[config.mk]
export PLATFORM = sky130hd
export DESIGN_NAME = sact_front
export DESIGN_NICKNAME = d
export VERILOG_FILES = /design/src/rtl/sact_pkg.sv /design/src/rtl/sact_front.sv
export SDC_FILE = /design/constraint.sdc
export NUM_CORES = 1
export LEC_CHECK = 0
export ABC_AREA = 1
export BUFFER_PORTS_ARGS = -buffer_cell sky130_fd_sc_hd__buf_2
export CORE_ASPECT_RATIO = 0.7
export CORE_MARGIN = 2
export CORE_UTILIZATION = 40
export DETAILED_ROUTE_END_ITERATION = 10
export SLEW_MARGIN = 20
export SYNTH_ARGS = -nofsm -noshare
export SYNTH_HDL_FRONTEND = slang
export SYNTH_SLANG_ARGS = --single-unit
[constraint.sdc]
create_clock -name clk -period 5.2 [get_ports clk]
set_input_delay 0.52 -clock clk [delete_from_list [all_inputs] [get_ports clk]]
set_output_delay 0.52 -clock clk [all_outputs]
set_load 0.005 [all_outputs]
[src/rtl/sact_pkg.sv]
`timescale 1ns / 1ps
package sact_pkg;

  localparam logic [1:0] OP_READ  = 2'd0;
  localparam logic [1:0] OP_WRITE = 2'd1;
  localparam logic [1:0] OP_FLUSH = 2'd2;
  localparam logic [1:0] OP_PURGE = 2'd3;

  localparam logic [1:0] ST_OK    = 2'd0;
  localparam logic [1:0] ST_ALIGN = 2'd1;
  localparam logic [1:0] ST_BYPASS = 2'd2;
  localparam logic [1:0] ST_IO    = 2'd3;

  localparam logic [1:0] FILL_NONE    = 2'd0;
  localparam logic [1:0] FILL_SHARED  = 2'd1;
  localparam logic [1:0] FILL_PRIVATE = 2'd2;

  localparam logic CFG_IO_BASE  = 1'b0;
  localparam logic CFG_IO_LIMIT = 1'b1;

  localparam int REG_BITS = 40;

  // Classified request handed from front to back.
  typedef struct packed {
    logic [1:0]  op;
    logic [1:0]  status;
    logic [43:0] addr;
  } req_t;

endpackage

[src/rtl/sact_front.sv]
`timescale 1ns / 1ps
module sact_front import sact_pkg::*; #(
  parameter int ADDR_BITS = 40
) (
  input  logic        clk,
  input  logic        rst,
  input  logic        push,
  output logic        full,
  input  logic [1:0]  operation,
  input  logic [39:0] address,
  input  logic [3:0]  access_length,
  input  logic        cached,
  input  logic [39:0] io_base,
  input  logic [39:0] io_limit,
  output logic        q_valid,
  output req_t        q_data,
  input  logic        q_take
);

  req_t        slot [2];
  logic [1:0]  cnt;
  logic        wptr, rptr;
  logic [ADDR_BITS-1:0] addr;
  logic [39:0] addr40;
  logic        in_io, bad_len, mis;
  req_t        req;
  logic        do_push, do_pop;

  assign addr   = ADDR_BITS'(address);
  assign addr40 = 40'(addr);
  assign in_io  = (io_base <= addr40) && (addr40 <= io_limit);
  assign bad_len = !(access_length == 4'd1 || access_length == 4'd2 ||
                     access_length == 4'd4 || access_length == 4'd8);
  assign mis = bad_len || ((addr40[3:0] & (access_length - 4'd1)) != 4'd0);

  always_comb begin
    req.op   = operation;
    req.addr = 44'(addr);
    if (operation <= OP_WRITE && (in_io || !cached)) begin
      req.status = ST_BYPASS;
    end else if (operation >= OP_FLUSH && in_io) begin
      req.status = ST_IO;
    end else if (operation <= OP_WRITE && mis) begin
      req.status = ST_ALIGN;
    end else begin
      req.status = ST_OK;
    end
  end

  assign full    = cnt[1];
  assign q_valid = cnt != 2'd0;
  assign q_data  = slot[rptr];
  assign do_push = push && !full;
  assign do_pop  = q_take && q_valid;

  always_ff @(posedge clk) begin
    if (do_push) begin
      slot[wptr] <= req;
    end
    if (rst) begin
      cnt <= 2'd0;
      wptr <= 1'b0;
      rptr <= 1'b0;
    end else begin
      if (do_push) wptr <= !wptr;
      if (do_pop) rptr <= !rptr;
      cnt <= cnt + 2'(do_push) - 2'(do_pop);
    end
  end

  a_cnt: assert property (@(posedge clk) disable iff (rst) cnt <= 2'd2)
    else $error("queue overflow");
  a_push: assert property (@(posedge clk) disable iff (rst)
    do_push && !do_pop |=> cnt == $past(cnt) + 2'd1)
    else $error("push lost");
  a_ptr: assert property (@(posedge clk) disable iff (rst)
    (cnt == 2'd0 || cnt == 2'd2) |-> wptr == rptr)
    else $error("pointer mismatch");

endmodule

# After elaboration in Yosys (flattened, before gate mapping)
# Memories as Yosys holds them, arrays and structs flattened. A register that Yosys moved wholly into a read port is not among the register bits.
# Index checks and enable logic that the tools add are counted.
# Widths: inputs -> output; s select.
[word_totals]
elab_cells = 41
mem_count = 1
mem_bits_rw = 88
output_inout_bits = 50
latchBits = 0
ff_bits = 4
romBits = 0
in_bits = 131
[memory_table]
columns = ["memory", "words", "word_bits", "rd", "rd_ports_with_merged_regs", "wr", "line_no", "text"]
rows = [
  ["slot", 2, 44, 1, 1, 1, "sact_front.sv:20", "req_t slot [2];"],
]
[op_classes]
eq_ne = 4
shifts = 0
multipliers = 0
magnitude_cmp = 4
div = 0
reduce_logical = 18
n_mux = 7
add_sub_neg = 3
n_bitwise = 1
[ops]
columns = ["cell", "count"]
rows = [
  ["$le 40x40->1", 2],
  ["$logic_and 1x1->1", 6],
  ["$logic_not 1->1", 5],
  ["$logic_or 1x1->1", 5],
  ["$mux 1", 5],
  ["$and 4x4->4", 1],
  ["$eq 4x1->1 const B", 1],
  ["$eq 4x2->1 const B", 1],
  ["$eq 4x3->1 const B", 1],
  ["$eq 4x4->1 const B", 1],
  ["$mux 2", 2],
  ["$reduce_bool 4->1", 1],
  ["$sub 4x1->4 const B", 1],
  ["$add 2x1->2", 1],
  ["$ge 2x2->1 const B", 1],
  ["$le 2x1->1 const B", 1],
  ["$reduce_bool 2->1", 1],
  ["$sub 2x1->2", 1],
]

# Logic depth before layout (Yosys ltp)
[logic_depth]
depth_word = 10
depth_mapped = 17
depth_no_buf = 17

# Least setup slack after synthesis
# Ideal clock, no wire load.
[synth_path]
path_type = "input port to flip-flop"
startpoint = "input push"
endpoint = "memory slot[1][0] (netlist bit) (enable)"
arrival_ns = 2.484
t_required_ns = 4.753
stages = 2
path_buffers = 0
setup_ns = 0.447
path_slack_ns = 2.269
cell_sequence = "nand2_1 > nor2_1"
[synth_via]
elab_chain_len = 3
[synth_lines]
columns = ["item", "line_no", "text"]
rows = [
  ["from (decl)", "sact_front.sv:7", "input logic push,"],
  ["$logic_and 1x1->1", "sact_front.sv:53", "assign do_push = push && !full;"],
  ["$mux 1", "sact_front.sv:57", "if (do_push) begin"],
  ["$mux 1 (not written as such)", "sact_front.sv:58", "slot[wptr] <= req;"],
  ["to (decl)", "sact_front.sv:20", ""],
]
# Every way passes these cells.

==> run_results.csv <==
group,metric,value,unit
status,status,"completed",
routing,routed_wl,13500,um
cts,ctsRootBufferMaster,"clkbuf_16",
timing,setup_viol,0,
placement,placed_cells,945,
logic_synthesis,synth_edf_count,88,
routing,wl_per_cell,14.1,um
hold_path,hp-start,"operation[0]",
die,die_area,15500,sq um
placement,place_congestion,0.838,
hold_path,min_to,"slot[1][42]$_DFFE_PP_",
final_layout,fillers,1325,
routing,ant_nets,0,
final_layout,final_common_cell,"buf_2",
routing,drc_errors,0,
global_routing,grt_overflow,0,
worst_setup_path,worstPathRequired,4680,ps
cts,cts.sinks,93,
timing,fin_crit,2300,ps
worst_setup_path,startpoint_type,"register",
worst_setup_path,ff2ff_path_depth,4,
die,ioPinCount,181,
die,die_y,105,um
final_layout,nets,983,
timing,hold_viol,0,
timing,fin_skew,7.91,ps
worst_setup_path,cp-end-kind,"output port",
global_routing,grt_pass1_wl,21300,um
placement,place_area,6920,sq um
logic_synthesis,yosys_warnings,0,
timing,relSlewSlack,0.548,
die,start_util,0.413,
placement,place_ws,2760,ps
cts,clk-insertion-delay-late,340,ps
die,row_count,36,
worst_setup_path,r2r_setup_slack,3240,ps
timing,tns,0,ps
logic_synthesis,ys.flop_type,"edfxtp_1",
pwr,peakVddDrop,0.000145,V
cts,post_cts_resized,0,
hold_path,hold_class,"in -> reg",
final_layout,final_util,0.516,
die,core_area,14100,sq um
timing,slew_viol_final,0,
logic_synthesis,syn_inst,582,
global_routing,grt_pass1_vias,4274,
final_layout,antennaDiodeCount,0,
placement,dp_hpwl,10600,um
final_layout,post-route-cell-area,7250,sq um
global_routing,grt_max_degree,45,
final_layout,syn_to_final_growth,24.9,%
cts,holdBufCountCts,0,
final_layout,final_cell_mix,"176 x buf_2, 123 x inv_1, 120 x nand2_1, 88 x edfxtp_1, 86 x ha_1",
logic_synthesis,synth_cell_types,27,
timing,worst_slew_pin_slew,677,ps
placement,port_buffers,176,
logic_synthesis,synthArstFlopShare,0,
cts,post_cts_buffers,0,
pwr,power_density,332,nW/um^2
logic_synthesis,avgSynthCellArea,9.98,sq um
logic_synthesis,synth_seq_cells,93,
pwr,power,2.41,mW
worst_setup_path,crit_fanout,44,
logic_synthesis,synth-seq-area-share,0.472,
cts,clockBufferDepth,2,
routing,vias,4446,
timing,fin_crit_sh,0.443,
logic_synthesis,syn-cell-area,5810,sq um
routing,initialDrtViolationCount,207,
pwr,p_leak,3.70,nW
final_layout,drive_gt1_frac,0.320,
timing,whs,370,ps
worst_setup_path,timing.rr.end,"slot[1][10]$_DFFE_PP_",
die,fp.dieW,148,um
cts,cts_buffers,9,
global_routing,grtUsageTotal,0.177,
timing,rsz0062_at_grt,"false",
job,max-cap-violations,0,
worst_setup_path,cp.arrival,1780,ps
routing,viasPerCell,4.63,
hold_path,hold_depth,1,
global_routing,grt_antenna_before_repair,0,
cts,cts_tree,"built",
cts,h-tree-depth,3,
timing,setup_slack,2900,ps
cts,clk_pin_slew_worst_paths,70,ps
final_layout,final_cells,961,
worst_setup_path,r2r_start,"cnt[1]$_SDFF_PP0_",
routing,drt_pass1_iterations,5,
timing,max_freq,434,MHz
worst_setup_path,crit_type,"reg -> out",
## kinds of logic (layout without fill, tap and decap cells)
group | Yosys count | in the layout | synth area share
and+or+nand+nor | 178 | 178 | 0.122
xor gates and xnor gates | 1 | 1 | 0.00151
buffers and inverters | 132 | 318 | 0.0888
AOI/OAI and AO/OA | 47 | 47 | 0.0439
adders and majority gates | 86 | 86 | 0.185
other | 1 | 4 | 0.000646
muxes | 44 | 44 | 0.0853
DFF | 93 | 93 | 0.472
## worst max-delay path, cell delays in order, from the launching register on
cell,delay (ps)
dfxtp_2,310
buf_4,500
mux2_2,440
buf_2,130
## synth_stat cells (3+ instances only)
cell / n / area, sq um
a21o_1: 4 / 30.0
nand2_1: 120 / 450
inv_1: 123 / 462
ha_1: 86 / 1080
a21oi_1: 33 / 165
buf_2: 4 / 20.0
buf_4: 4 / 30.0
nor3_1: 3 / 15.0
dfxtp_1: 5 / 100
o21ai_0: 5 / 25.0
edfxtp_1: 88 / 2640
mux2_2: 44 / 495
nor2_1: 37 / 139
nand3_1: 9 / 45.0
## power breakdown
part / internal [mW] / switching (mW)
registers: 0.964 / 0.0276
logic: 0.319 / 0.371
clock network: 0.439 / 0.287
## metal layers
metal  vias up  track usage  part of all wire
met5         -            0                 0
met4         0       0.0483             0.012
met3        11       0.0441             0.067
met2       140        0.271              0.44
met1      2019        0.250              0.48
li1       2276            -                 -
## registers in the layout, summed over array words and instances (netlist names), named ones only
| register | flops |
|---|---|
| slot | 88 |
| cnt | 2 |
| rptr | 1 |
| wptr | 1 |
## worst max-delay path by stage
stage                startpoint                    end  slack [ps]
finish                 register             q_data[25]        2900
global route           register             q_data[23]        2810
CTS                    register             q_data[23]        2880
detailed placement  address[23]  slot[1][40]$_DFFE_PP_        2760
global placement    address[23]  slot[0][40]$_DFFE_PP_        2810
floorplan                  push   slot[1][0]$_DFFE_PP_        2270
## final cells by class
class | instances | area, sq um | share of cell area
flip-flops and latches | 93 | 2740 | 0.378
multi-input cells | 360 | 2580 | 0.355
inverters | 123 | 462 | 0.0637
well taps | 190 | 238 | 0.0328
clock inverters | 6 | 91.3 | 0.0126
clock buffers | 10 | 239 | 0.0329
repair buffers | 179 | 903 | 0.125
(Power assumes the default switching activity.)
